$ cat config.mk
export PLATFORM = sky130hd
export DESIGN_NAME = proportional_fair_scheduler
export DESIGN_NICKNAME = d
export VERILOG_FILES = /design/src/pfs_pkg.sv /design/src/pfs_fifo.sv /design/src/pfs_front.sv /design/src/pfs_back.sv /design/src/proportional_fair_scheduler.sv
export SDC_FILE = /design/constraint.sdc
export NUM_CORES = 1
export LEC_CHECK = 0
export BUFFER_PORTS_ARGS = -buffer_cell sky130_fd_sc_hd__buf_2
export CORE_MARGIN = 10
export CORE_UTILIZATION = 40
export CTS_CLUSTER_DIAMETER = 100
export CTS_CLUSTER_SIZE = 12
export DETAILED_ROUTE_END_ITERATION = 7
export GPL_TIMING_DRIVEN = 0
export PLACE_DENSITY_LB_ADDON = 0.2
export REMOVE_ABC_BUFFERS = 1
export SYNTH_ARGS = -nofsm -noshare
export SYNTH_HDL_FRONTEND = slang
export SYNTH_HIERARCHICAL = 1
export SYNTH_SLANG_ARGS = --single-unit
$ cat constraint.sdc
create_clock -name clk -period 15.75 [get_ports clk]
set_input_delay 3.15 -clock clk [delete_from_list [all_inputs] [get_ports clk]]
set_output_delay 3.15 -clock clk [all_outputs]
set_load 0.03 [all_outputs]
$ cat src/pfs_pkg.sv
// ----------------------------------------------------------------------------
// pfs_pkg
// Shared widths, constants and beat types of the proportional fair scheduler.
// ----------------------------------------------------------------------------
package pfs_pkg;

  // field widths
  localparam int USER_W   = 3;
  localparam int SINR_W   = 16;
  localparam int METRIC_W = 16;
  localparam int ALPHA_W  = 9;

  // default number of users kept in the average store
  localparam int USER_COUNT_DEF = 8;

  // smoothing weight: 256 is 1.0, reset value 0.5
  localparam logic [ALPHA_W-1:0]  ALPHA_ONE   = 9'd256;
  localparam logic [ALPHA_W-1:0]  ALPHA_RESET = 9'd128;
  localparam logic [METRIC_W-1:0] METRIC_MAX  = 16'hFFFF;

  // queue depths
  localparam int WORK_Q_DEPTH = 2;
  localparam int OUT_Q_DEPTH  = 2;

  // one classified report between front and back
  typedef struct packed {
    logic [USER_W-1:0] user;
    logic [SINR_W-1:0] sinr;
    logic              in_range;
    logic              last;
  } work_t;

  // one slot decision
  typedef struct packed {
    logic [USER_W-1:0]   user;
    logic [METRIC_W-1:0] metric;
  } result_t;

endpackage

$ cat src/pfs_fifo.sv
// ----------------------------------------------------------------------------
// pfs_fifo
// Small register queue with push/full and pop/empty sides.
// ----------------------------------------------------------------------------
module pfs_fifo #(
  parameter int WIDTH = 8,
  parameter int DEPTH = 2
) (
  input  logic             clk,
  input  logic             rst_n,
  input  logic             push,
  input  logic [WIDTH-1:0] push_data,
  output logic             full,
  input  logic             pop,
  output logic [WIDTH-1:0] pop_data,
  output logic             empty
);

  localparam int AW = (DEPTH > 1) ? $clog2(DEPTH) : 1;
  localparam logic [AW:0] DEPTH_CNT = (AW + 1)'(DEPTH);
  localparam logic [AW-1:0] LAST_PTR = AW'(DEPTH - 1);

  logic [WIDTH-1:0] slot_r [DEPTH];
  logic [AW-1:0]    wptr_r;
  logic [AW-1:0]    rptr_r;
  logic [AW:0]      count_r;
  logic             do_push;
  logic             do_pop;

  assign full     = (count_r == DEPTH_CNT);
  assign empty    = (count_r == '0);
  assign do_push  = push && !full;
  assign do_pop   = pop && !empty;
  assign pop_data = slot_r[rptr_r];

  // payload storage
  always_ff @(posedge clk) begin
    if (do_push) begin
      slot_r[wptr_r] <= push_data;
    end
  end

  // pointers and fill count
  always_ff @(posedge clk) begin
    if (!rst_n) begin
      wptr_r  <= '0;
      rptr_r  <= '0;
      count_r <= '0;
    end else begin
      if (do_push) begin
        wptr_r <= (wptr_r == LAST_PTR) ? '0 : wptr_r + 1'b1;
      end
      if (do_pop) begin
        rptr_r <= (rptr_r == LAST_PTR) ? '0 : rptr_r + 1'b1;
      end
      if (do_push && !do_pop) begin
        count_r <= count_r + 1'b1;
      end else if (do_pop && !do_push) begin
        count_r <= count_r - 1'b1;
      end
    end
  end

endmodule

$ cat src/pfs_front.sv
// ----------------------------------------------------------------------------
// pfs_front
// Input side: takes report beats, checks the user range and queues them.
// ----------------------------------------------------------------------------
module pfs_front #(
  parameter int USER_COUNT = pfs_pkg::USER_COUNT_DEF
) (
  input  logic                        clk,
  input  logic                        rst_n,
  input  logic                        in_push,
  output logic                        in_full,
  input  logic [pfs_pkg::USER_W-1:0]  in_user_index,
  input  logic [pfs_pkg::SINR_W-1:0]  in_sinr_sample,
  input  logic                        in_slot_last,
  input  logic                        work_pop,
  output pfs_pkg::work_t              work_data,
  output logic                        work_empty
);

  import pfs_pkg::*;

  localparam logic [8:0] USER_LIMIT = 9'(USER_COUNT);

  work_t      entry;
  logic [8:0] user_wide;

  // classify the report: users past the store leave the averages and seen flags alone
  assign user_wide      = {6'd0, in_user_index};
  assign entry.user     = in_user_index;
  assign entry.sinr     = in_sinr_sample;
  assign entry.in_range = (user_wide < USER_LIMIT);
  assign entry.last     = in_slot_last;

  // queue toward the back end
  pfs_fifo #(
    .WIDTH ($bits(work_t)),
    .DEPTH (WORK_Q_DEPTH)
  ) u_work_q (
    .clk       (clk),
    .rst_n     (rst_n),
    .push      (in_push),
    .push_data (entry),
    .full      (in_full),
    .pop       (work_pop),
    .pop_data  (work_data),
    .empty     (work_empty)
  );

endmodule

$ cat src/pfs_back.sv
// ----------------------------------------------------------------------------
// pfs_back
// Back end: average update, radix-2 metric divider and slot maximum tracking.
// ----------------------------------------------------------------------------
module pfs_back #(
  parameter int USER_COUNT = pfs_pkg::USER_COUNT_DEF
) (
  input  logic                         clk,
  input  logic                         rst_n,
  input  logic [pfs_pkg::ALPHA_W-1:0]  alpha,
  output logic                         work_pop,
  input  pfs_pkg::work_t               work_data,
  input  logic                         work_empty,
  output logic                         res_push,
  output pfs_pkg::result_t             res_data,
  input  logic                         res_full
);

  import pfs_pkg::*;

  localparam int IDX_W = $clog2(USER_COUNT);

  typedef enum logic [2:0] {
    S_IDLE,
    S_READ,
    S_MUL2,
    S_SUM,
    S_DIV,
    S_UPD,
    S_EMIT
  } state_t;

  state_t              state_r;
  logic [USER_W-1:0]   user_r;
  logic [IDX_W-1:0]    idx_r;
  logic [SINR_W-1:0]   sinr_r;
  logic                last_r;
  logic                cur_seen_r;
  logic [USER_COUNT-1:0] seen_r;
  logic [SINR_W-1:0]   avg_rd_r;
  logic [SINR_W-1:0]   avg_r;
  logic [24:0]         prod1_r;
  logic [24:0]         prod2_r;
  logic [SINR_W-1:0]   rem_r;
  logic [SINR_W-1:0]   dvd_r;
  logic [METRIC_W-1:0] quo_r;
  logic [3:0]          cnt_r;
  logic [METRIC_W-1:0] best_metric_r;
  logic [USER_W-1:0]   best_user_r;
  logic                have_best_r;
  logic [SINR_W-1:0]   avg_mem [USER_COUNT];

  logic [8:0]          head_wide;
  logic [IDX_W-1:0]    head_idx;
  logic [ALPHA_W-1:0]  alpha_sat;
  logic [ALPHA_W-1:0]  alpha_inv;
  logic [24:0]         avg_sum;
  logic [SINR_W-1:0]   avg_new;
  logic                metric_sat;
  logic                mem_rd;
  logic                mem_wr;
  logic [SINR_W:0]     trial;
  logic                trial_ge;

  // head of the work queue and store address
  assign head_wide = {6'd0, work_data.user};
  assign head_idx  = head_wide[IDX_W-1:0];
  assign work_pop  = (state_r == S_IDLE) && !work_empty;
  assign mem_rd    = work_pop && work_data.in_range;
  assign mem_wr    = (state_r == S_SUM);

  // weights, alpha above one counts as one
  assign alpha_sat = (alpha > ALPHA_ONE) ? ALPHA_ONE : alpha;
  assign alpha_inv = ALPHA_ONE - alpha_sat;

  // new average: first report takes the sample itself
  assign avg_sum    = prod1_r + prod2_r;
  assign avg_new    = cur_seen_r ? avg_sum[23:8] : sinr_r;
  // quotient does not fit 16 bits (zero average included)
  assign metric_sat = ({8'd0, sinr_r} >= {avg_new, 8'd0});

  // one restoring divider step
  assign trial    = {rem_r, dvd_r[SINR_W-1]};
  assign trial_ge = (trial >= {1'b0, avg_r});

  // result beat
  assign res_push        = (state_r == S_EMIT) && !res_full;
  assign res_data.user   = best_user_r;
  assign res_data.metric = best_metric_r;

  // average store
  always_ff @(posedge clk) begin
    if (mem_wr) begin
      avg_mem[idx_r] <= avg_new;
    end
    if (mem_rd) begin
      avg_rd_r <= avg_mem[head_idx];
    end
  end

  // sequencer
  always_ff @(posedge clk) begin
    if (!rst_n) begin
      state_r       <= S_IDLE;
      seen_r        <= '0;
      best_metric_r <= '0;
      best_user_r   <= '0;
      have_best_r   <= 1'b0;
    end else begin
      unique case (state_r)
        S_IDLE: begin
          if (!work_empty) begin
            user_r     <= work_data.user;
            idx_r      <= head_idx;
            sinr_r     <= work_data.sinr;
            last_r     <= work_data.last;
            cur_seen_r <= seen_r[head_idx];
            if (work_data.in_range) begin
              state_r <= S_READ;
            end else if (work_data.last) begin
              state_r <= S_EMIT;
            end
          end
        end
        S_READ: begin
          prod1_r <= 25'(alpha_sat) * 25'(sinr_r);
          state_r <= S_MUL2;
        end
        S_MUL2: begin
          prod2_r <= 25'(alpha_inv) * 25'(avg_rd_r);
          state_r <= S_SUM;
        end
        S_SUM: begin
          seen_r[idx_r] <= 1'b1;
          avg_r         <= avg_new;
          if (metric_sat) begin
            quo_r   <= METRIC_MAX;
            state_r <= S_UPD;
          end else begin
            rem_r   <= {8'd0, sinr_r[15:8]};
            dvd_r   <= {sinr_r[7:0], 8'd0};
            cnt_r   <= '0;
            state_r <= S_DIV;
          end
        end
        S_DIV: begin
          rem_r <= trial_ge ? 16'(trial - {1'b0, avg_r}) : trial[SINR_W-1:0];
          quo_r <= {quo_r[METRIC_W-2:0], trial_ge};
          dvd_r <= {dvd_r[SINR_W-2:0], 1'b0};
          cnt_r <= cnt_r + 1'b1;
          if (cnt_r == 4'd15) begin
            state_r <= S_UPD;
          end
        end
        S_UPD: begin
          if (!have_best_r || (quo_r > best_metric_r)) begin
            best_metric_r <= quo_r;
            best_user_r   <= user_r;
            have_best_r   <= 1'b1;
          end
          state_r <= last_r ? S_EMIT : S_IDLE;
        end
        S_EMIT: begin
          if (!res_full) begin
            best_metric_r <= '0;
            best_user_r   <= '0;
            have_best_r   <= 1'b0;
            state_r       <= S_IDLE;
          end
        end
        default: begin
          state_r <= S_IDLE;
        end
      endcase
    end
  end

endmodule

$ cat src/proportional_fair_scheduler.sv
// ----------------------------------------------------------------------------
// proportional_fair_scheduler
// Per-user EWMA of SINR reports and slot-wise proportional fair user choice.
// ----------------------------------------------------------------------------
// Usage:
//   Input channel (in_push / in_full): one beat per user SINR report, Q8.8.
//   in_slot_last marks the last report of a slot; that beat yields one result.
//   Result channel (out_empty / out_pop): chosen user and its metric
//   sinr/avg in Q8.8, saturated to 65535; the oldest result sits on the
//   out_ ports while out_empty is low.
//   cfg_wr_en / cfg_wr_data write the smoothing weight (256 = 1.0); write it
//   only while the block is idle.
//   The back end takes a new report from the work queue only once it is done
//   with the last; a report that needs a division runs the 16-step radix-2
//   divider after the two sequential EWMA multiplies, a saturated metric skips
//   the divider, and a user out of range skips the average update.
//   A two-entry queue between front and back takes reports while the back
//   end works. When the receiver stalls, up to two results wait in the output
//   queue; after that the back end holds, the work queue fills and in_full
//   rises. Reset empties both queues, clears all seen flags and the running
//   maximum, and sets the weight to 0.5.
// ----------------------------------------------------------------------------
module proportional_fair_scheduler #(
  parameter int USER_COUNT = pfs_pkg::USER_COUNT_DEF
) (
  input  logic                          clk,
  input  logic                          rst_n,
  input  logic                          cfg_wr_en,
  input  logic [pfs_pkg::ALPHA_W-1:0]   cfg_wr_data,
  input  logic                          in_push,
  output logic                          in_full,
  input  logic [pfs_pkg::USER_W-1:0]    in_user_index,
  input  logic [pfs_pkg::SINR_W-1:0]    in_sinr_sample,
  input  logic                          in_slot_last,
  output logic                          out_empty,
  input  logic                          out_pop,
  output logic [pfs_pkg::USER_W-1:0]    out_chosen_user,
  output logic [pfs_pkg::METRIC_W-1:0]  out_chosen_metric
);

  import pfs_pkg::*;

  logic [ALPHA_W-1:0] alpha_r;
  work_t              work_data;
  logic               work_pop;
  logic               work_empty;
  result_t            res_data;
  logic               res_push;
  logic               res_full;
  result_t            out_data;

  // smoothing weight register
  always_ff @(posedge clk) begin
    if (!rst_n) begin
      alpha_r <= ALPHA_RESET;
    end else if (cfg_wr_en) begin
      alpha_r <= cfg_wr_data;
    end
  end

  pfs_front #(
    .USER_COUNT (USER_COUNT)
  ) u_front (
    .clk            (clk),
    .rst_n          (rst_n),
    .in_push        (in_push),
    .in_full        (in_full),
    .in_user_index  (in_user_index),
    .in_sinr_sample (in_sinr_sample),
    .in_slot_last   (in_slot_last),
    .work_pop       (work_pop),
    .work_data      (work_data),
    .work_empty     (work_empty)
  );

  pfs_back #(
    .USER_COUNT (USER_COUNT)
  ) u_back (
    .clk        (clk),
    .rst_n      (rst_n),
    .alpha      (alpha_r),
    .work_pop   (work_pop),
    .work_data  (work_data),
    .work_empty (work_empty),
    .res_push   (res_push),
    .res_data   (res_data),
    .res_full   (res_full)
  );

  // result queue
  pfs_fifo #(
    .WIDTH ($bits(result_t)),
    .DEPTH (OUT_Q_DEPTH)
  ) u_out_q (
    .clk       (clk),
    .rst_n     (rst_n),
    .push      (res_push),
    .push_data (res_data),
    .full      (res_full),
    .pop       (out_pop),
    .pop_data  (out_data),
    .empty     (out_empty)
  );

  assign out_chosen_user   = out_data.user;
  assign out_chosen_metric = out_data.metric;

endmodule
==> results.toml, run 1 <==
[run_status]
status = "finished clean"

[place]
hpwl_um = 42600
io_buffers = 54
gp_congestion = 0.827
dp.cells = 3094

[drt]
postRouteAntennaNets = 0
drc = 0
viasPerCell = 5.23
avgRoutedWirePerCell_um = 18.8
vias = 16600
detail_route.first_pass.iterations = 5
wl_um = 59300
drtIter0Drc = 1027

[logic_synthesis]
avgSynthCellArea_um2 = 11.7
yosysSeqAreaShare_pct = 44.1
synth_edf_count = 353
yosys_warnings = 6
async_flop_share_pct = 0
synth_seq_cells = 403
synthFlopType = "edfxtp_1"
netlist_area_um2 = 26300
syn_inst = 2243
synth_cell_types = 75

[pwr]
power.share.switching_pct = 41.6
p_leak_nw = 11.8
p_comb_share_pct = 55.3
power_frac_seq_pct = 29.3
clkPwrFrac_pct = 15.4
peakVddDrop_v = 0.000210
powerDensity_nw_per_um2 = 200
p_int_mw = 3.40
switching_power_mw = 2.42

[floorplanning]
start_util_pct = 40.6
core_area_um2 = 64800
die-area_um2 = 76400
rows = 93
die_w_um = 276
die_h_um = 276
ioPinCount = 55

[setup_path]
path_cells = "nor2b_2, inv_1, ha_1, nand3b_1, mux2i_2, nor2b_1, fa_1, fa_1, fa_1, inv_1, fa_1, inv_1, ha_1, or2_2, o21ai_0, inv_1, o31a_1, a41oi_1, a211oi_1, o31ai_1, mux2i_1, nand4_1"
crit_required_ns = 16.06
r2r-end = "u_back/prod2_r[23]"
path_delay_family = "adder cells"
critPathMaxStageDelay_ns = 0.95
setup.worst_path.class = "flop to flop"
cp.arrival_ns = 8.29
worstReg2RegStart = "alpha_r[8]"
endpoint_kind = "flop"
crit_buf_inv = 4
crit_path_top_delay_cell = "nor2b_2"
r2r_slack_ns = 7.77
path_max_fanout = 27
rr_worst_depth = 22
worst-path-stages = 22
cp-start-kind = "flop"

[sta]
drv_slew = 0
max-slew-margin-rel_pct = 7.26
worstMarginPinSlew_ns = 1.39
hold_viol_final = 0
rsz0062_at_grt = "false"
setup_tns_ns = 0
max_freq_ghz = 0.125
setup_viol = 0
min_period_over_period_pct = 50.7
min_period_ns = 7.98
clock_skew_ns = 0.0383

[grt]
grt_max_degree = 76
grt-ovfl-total = 0
grt_pass1_wl_um = 95600
grt.total_usage_pct = 15.5
antenna_found_initial = 0
grt_pass1_vias = 17700

[clocking]
cts_sinks = 403
clk_latency_ns = 0.59
clk_path_buf_depth = 3
cts_buffers = 40
post_cts.repair.setup_buffers = 0
cts_tree = "yes"
postCtsResizedCells = 0
path_clk_slew_ns = 0.06
hold_buffers = 0
htreeDepth = 2
root_buffer = "clkbuf_16"

[hold_path]
hp-start = "u_back/seen_r[2]"
worstHoldPathType = "flop to flop"
holdPathEnd = "u_back/seen_r[2]"
hold_path_depth = 1

[cells_and_area]
nFillCells = 5878
diodes = 0
multi_input_area_um2 = 13400
seqCellArea_um2 = 11600
fin_cells = 3163
drive_above_1_share_pct = 12.0
fin_nets = 2664
syn2layout_area_growth_pct = 10.3

[job]
max_cap_viol_count = 0
[through the flow]
step	total power, mW	hold slack (ns)	setup slack [ns]	util, %	instance area (um2)
floorplan	4.13	0.425	8.67	-	26000
global placement	4.91	0.436	5.83	42.1	27300
detailed placement	4.97	0.452	7.77	43.0	27800
CTS	5.91	0.467	7.74	44.8	29000
global route	6.37	0.479	7.24	44.8	29000
finish	5.82	0.464	7.77	44.8	29000
[per-layer routing]
metal | part of all wire [%] | routed length [um] | vias up | track usage [%]
li1 | - | - | 7655 | -
met1 | 43 | 25400 | 8521 | 19.3
met2 | 51 | 30200 | 287 | 27.6
met3 | 4.1 | 2460 | 89 | 2.16
met4 | 2.0 | 1210 | 0 | 4.11
met5 | 0 | 0 | - | 0
[state kept, by name (all words and copies together) (netlist names), 4 cells and up, named ones only]
register,cells
alpha_r,9
u_back/avg_mem,128
u_back/avg_r,16
u_back/avg_rd_r,16
u_back/best_metric_r,16
u_back/cnt_r,4
u_back/dvd_r,8
u_back/prod1_r,24
u_back/prod2_r,24
u_back/quo_r,16
u_back/rem_r,16
u_back/seen_r,8
u_back/sinr_r,16
u_front/u_work_q/slot_r,42
u_out_q/slot_r,38
[worst max-delay path by stage]
stage	startpoint	end	slack (ns)
finish	alpha_r[8]	u_back/prod2_r[23]	7.77
global route	alpha_r[8]	u_back/prod2_r[23]	7.24
CTS	alpha_r[8]	u_back/prod2_r[23]	7.74
detailed placement	alpha_r[8]	u_back/prod2_r[23]	7.77
global placement	alpha_r[8]	u_back/prod2_r[23]	5.83
floorplan	alpha_r[8]	u_back/prod2_r[23]	8.67
[cell families after synthesis]
kind of cell	Yosys count	share of synthesized area, %
compound gates	208	5.31
xor+xnor	77	2.59
fa+ha+maj	349	22.2
buf+inv	387	5.61
flops	403	44.1
mux	149	7.61
other cells	1	0.0143
simple gates	669	12.6
[cells in the final DEF, fill, tap and decap left out, types with 22 or more instances in the layout]
| cell type | instances |
|---|---|
| mux2_2 | 65 |
| o21a_1 | 28 |
| nand2_1 | 265 |
| nor2_1 | 61 |
| a21oi_1 | 55 |
| xnor2_1 | 53 |
| nor3_1 | 26 |
| clkbuf_1 | 24 |
| buf_2 | 53 |
| inv_1 | 296 |
| nor2b_1 | 38 |
| clkbuf_16 | 40 |
| mux2i_1 | 48 |
| o21ai_0 | 22 |
| a21o_1 | 22 |
| mux4_2 | 34 |
| nand3_1 | 48 |
| dfxtp_1 | 50 |
| edfxtp_1 | 353 |
| ha_1 | 152 |
| nand2b_1 | 26 |
| and2_1 | 121 |
| fa_1 | 197 |
[power groups by stage]
stage | registers (mW) | clock network [mW] | logic, mW
after floorplan | 1.63 | 0 | 2.50
after global placement | 1.73 | 0 | 3.18
after detailed placement | 1.73 | 0 | 3.25
after CTS | 1.71 | 0.926 | 3.28
after global routing | 1.72 | 0.965 | 3.69
final | 1.70 | 0.895 | 3.22
[cell usage after synthesis, types with 9 or more instances]
master / instances / area [um2]
edfxtp_1: 353 / 10600
inv_1: 296 / 1110
nand2_1: 265 / 995
fa_1: 197 / 3940
ha_1: 152 / 1900
and2_1: 121 / 757
clkbuf_1: 67 / 251
mux2_2: 66 / 743
nor2_1: 64 / 240
xnor2_1: 56 / 490
a21oi_1: 55 / 275
dfxtp_1: 50 / 1000
mux2i_1: 48 / 480
nand3_1: 48 / 240
nor2b_1: 46 / 288
mux4_2: 34 / 766
nor3_1: 32 / 160
o21a_1: 28 / 210
nand2b_1: 26 / 163
a21o_1: 22 / 165
o21ai_0: 22 / 110
xor2_1: 20 / 175
o21ai_1: 16 / 80.1
and3_1: 13 / 81.3
buf_1: 13 / 48.8
nand4_1: 13 / 81.3
or3_1: 13 / 81.3
a211oi_1: 9 / 67.6
[layout make-up]
cell class | count | area share [%]
Tap cell | 855 | 3.68
Sequential cell | 403 | 40.0
Timing Repair Buffer | 83 | 2.35
Clock buffer | 64 | 3.76
Multi-Input combinational cell | 1454 | 46.1
Clock inverter | 5 | 0.306
Inverter | 299 | 3.87
(Power assumes the default switching activity.)
==> run 2: changes to the inputs <==
==> constraint.sdc (replaced) <==
create_clock -name clk -period 7.1 [get_ports clk]
set_input_delay 1.42 -clock clk [delete_from_list [all_inputs] [get_ports clk]]
set_output_delay 1.42 -clock clk [all_outputs]
set_load 0.03 [all_outputs]
==> run 2 against run 1 <==
Against the previous run: die area did not move; cell area up 0.43%; count of clock-buffer cells in the layout unchanged; sequential share of layout area shrank 0.16 points; maximum frequency increased by 20%; critical endpoint unchanged; routed wire length grew 0.32%; via count barely moved; first-iteration DRC count up 1.2%; worst setup slack worse by 7.3 ns.
==> results.toml, run 2 (same netlist as run 1, synthesis figures left out) <==
[pwr]
peakVddDrop_v = 0.000462
powerDensity_nw_per_um2 = 444
p_leak_nw = 11.8

[setup_path]
crit_required_ns = 7.41
worst-path-stages = 23
rr_worst_depth = 23
setup.worst_path.class = "flop to flop"
endpoint_kind = "flop"
worstReg2RegStart = "alpha_r[8]"
path_cells = "nor2b_2, buf_8, nor3_1, nand3_1, nor3_2, xnor2_4, and2_1, fa_1, fa_1, fa_1, inv_1, fa_1, inv_1, ha_1, or2_2, o21ai_0, inv_1, o31a_1, a41oi_1, a211oi_1, o31ai_2, mux2i_1, nand4_1"
path_max_fanout = 16
path_delay_family = "adder cells"
startpoint = "alpha_r[8]"
cp-start-kind = "flop"
cp.arrival_ns = 6.95
crit_buf_inv = 4
crit_path_top_delay_cell = "dfxtp_4"
path_common_cell = "fa_1"
r2r_slack_ns = 0.47
r2r-end = "u_back/prod2_r[23]"
timing.critical_path.to = "u_back/prod2_r[23]"
critPathMaxStageDelay_ns = 0.54

[clocking]
clk_path_buf_depth = 3
root_buffer = "clkbuf_16"
cts_buffers = 40
cts_sinks = 403
cts_tree = "yes"
clk_latency_ns = 0.59
path_clk_slew_ns = 0.06
htreeDepth = 2

[floorplanning]
die_w_um = 276
core_area_um2 = 64800
ioPinCount = 55
rows = 93
die-area_um2 = 76400
die_h_um = 276
start_util_pct = 40.6

[place]
gp_congestion = 0.827
io_buffers = 54
hpwl_um = 42600
placed_area_um2 = 27800

[drt]
wl_um = 59500
viasPerCell = 5.23
drc = 0
detail_route.first_pass.iterations = 4
vias = 16600
postRouteAntennaNets = 0
drtIter0Drc = 1039
avgRoutedWirePerCell_um = 18.8

[cells_and_area]
syn2layout_area_growth_pct = 10.8
fin_nets = 2667
top_regs = "u_back/avg_mem: 128 flops, u_front/u_work_q/slot_r: 42 flops, u_out_q/slot_r: 38 flops"
diodes = 0
largest-register = "u_back/avg_mem"
final_cell_mix = "edfxtp_1 (353), inv_1 (296), nand2_1 (265)"
largest_reg_flops = 128
final_common_cell = "edfxtp_1"
stdcell_area_um2 = 29200
nFillCells = 5865
drive_above_1_share_pct = 12.3

[sta]
min_period_over_period_pct = 93.4
clock_skew_ns = 0.0385
min_period_ns = 6.63
worstMarginPinSlew_ns = 1.39
setup_viol = 0
hold_slack_ns = 0.464
rsz0062_at_grt = "false"
hold_viol_final = 0
max-slew-margin-rel_pct = 7.09
drv_slew = 0
max_freq_ghz = 0.151

[grt]
grt_util_met1_pct = 19.3
globalRouteMet3Util_pct = 2.17
grt_pass1_vias = 17700
antenna_found_initial = 0
met2_usage_pct = 27.5
grt.total_usage_pct = 15.5
busiest_layer = "met2"
grt_pass1_wl_um = 95600
grt_max_degree = 76
grt-ovfl-total = 0

[run_status]
status = "finished clean"

[job]
max_cap_viol_count = 0

[hold_path]
worstHoldPathType = "flop to flop"
run 2: cell count changes in the layout (fill, tap and decap cells not counted), sizes merged:
cell / before / now
buf: 83 / 85
nor2b: 46 / 47
run 2: how the worst min path moves through the flow:
stage	startpoint	endpoint	slack, ns	depth (start not counted)
2_1_floorplan	u_back/best_user_r[0]	u_out_q/slot_r[0][16]	0.43	0
3_3_place_gp	u_back/best_user_r[2]	u_out_q/slot_r[0][18]	0.44	0
3_5_place_dp	u_back/seen_r[2]	u_back/seen_r[2]	0.45	1
4_1_cts	u_back/seen_r[0]	u_back/seen_r[0]	0.47	1
5_1_grt	u_back/best_user_r[1]	u_out_q/slot_r[1][17]	0.48	0
6_report	u_back/seen_r[2]	u_back/seen_r[2]	0.46	1
run 2: layer usage:
layer,routed length (um),part of all wire (%)
met1,25700,43
met2,30100,51
met3,2290,3.8
met4,1420,2.4
met5,0,0
run 2: report_power, final:
group	total [mW]	internal [mW]	switching (mW)
Clock	1.99	1.07	0.920
Sequential	3.78	3.40	0.383
Combinational	7.17	3.09	4.08
run 2: metrics by stage:
step	power, mW	worst slack [ns]	std cells	util, %	TNS [ns]
floorplan	9.16	0.0166	2156	-	0
global placement	10.9	-2.82	3065	42.1	-42.14
detailed placement	11.0	-0.880	3094	43.0	-4.22
CTS	13.1	0.0290	3163	44.8	0
global route	14.2	0.0492	3166	45.0	0
finish	12.9	0.465	3166	45.0	0
run 2: layout make-up:
type	instances	area [um2]	share of cell area [%]
timing repair buffer	85	714	2.45
tap	855	1070	3.67
sequential	403	11600	39.8
inverter	299	1120	3.85
clock buffer	64	1090	3.74
multi-input combinational	1455	13500	46.2
clock inverter	5	88.8	0.305
run 2: what timing repair did:
item,in CTS,in global routing
resized for setup,5,6
setup buffers,0,2
endpoints found under the setup margin,10,4
hold buffers,0,0
gates cloned,0,1
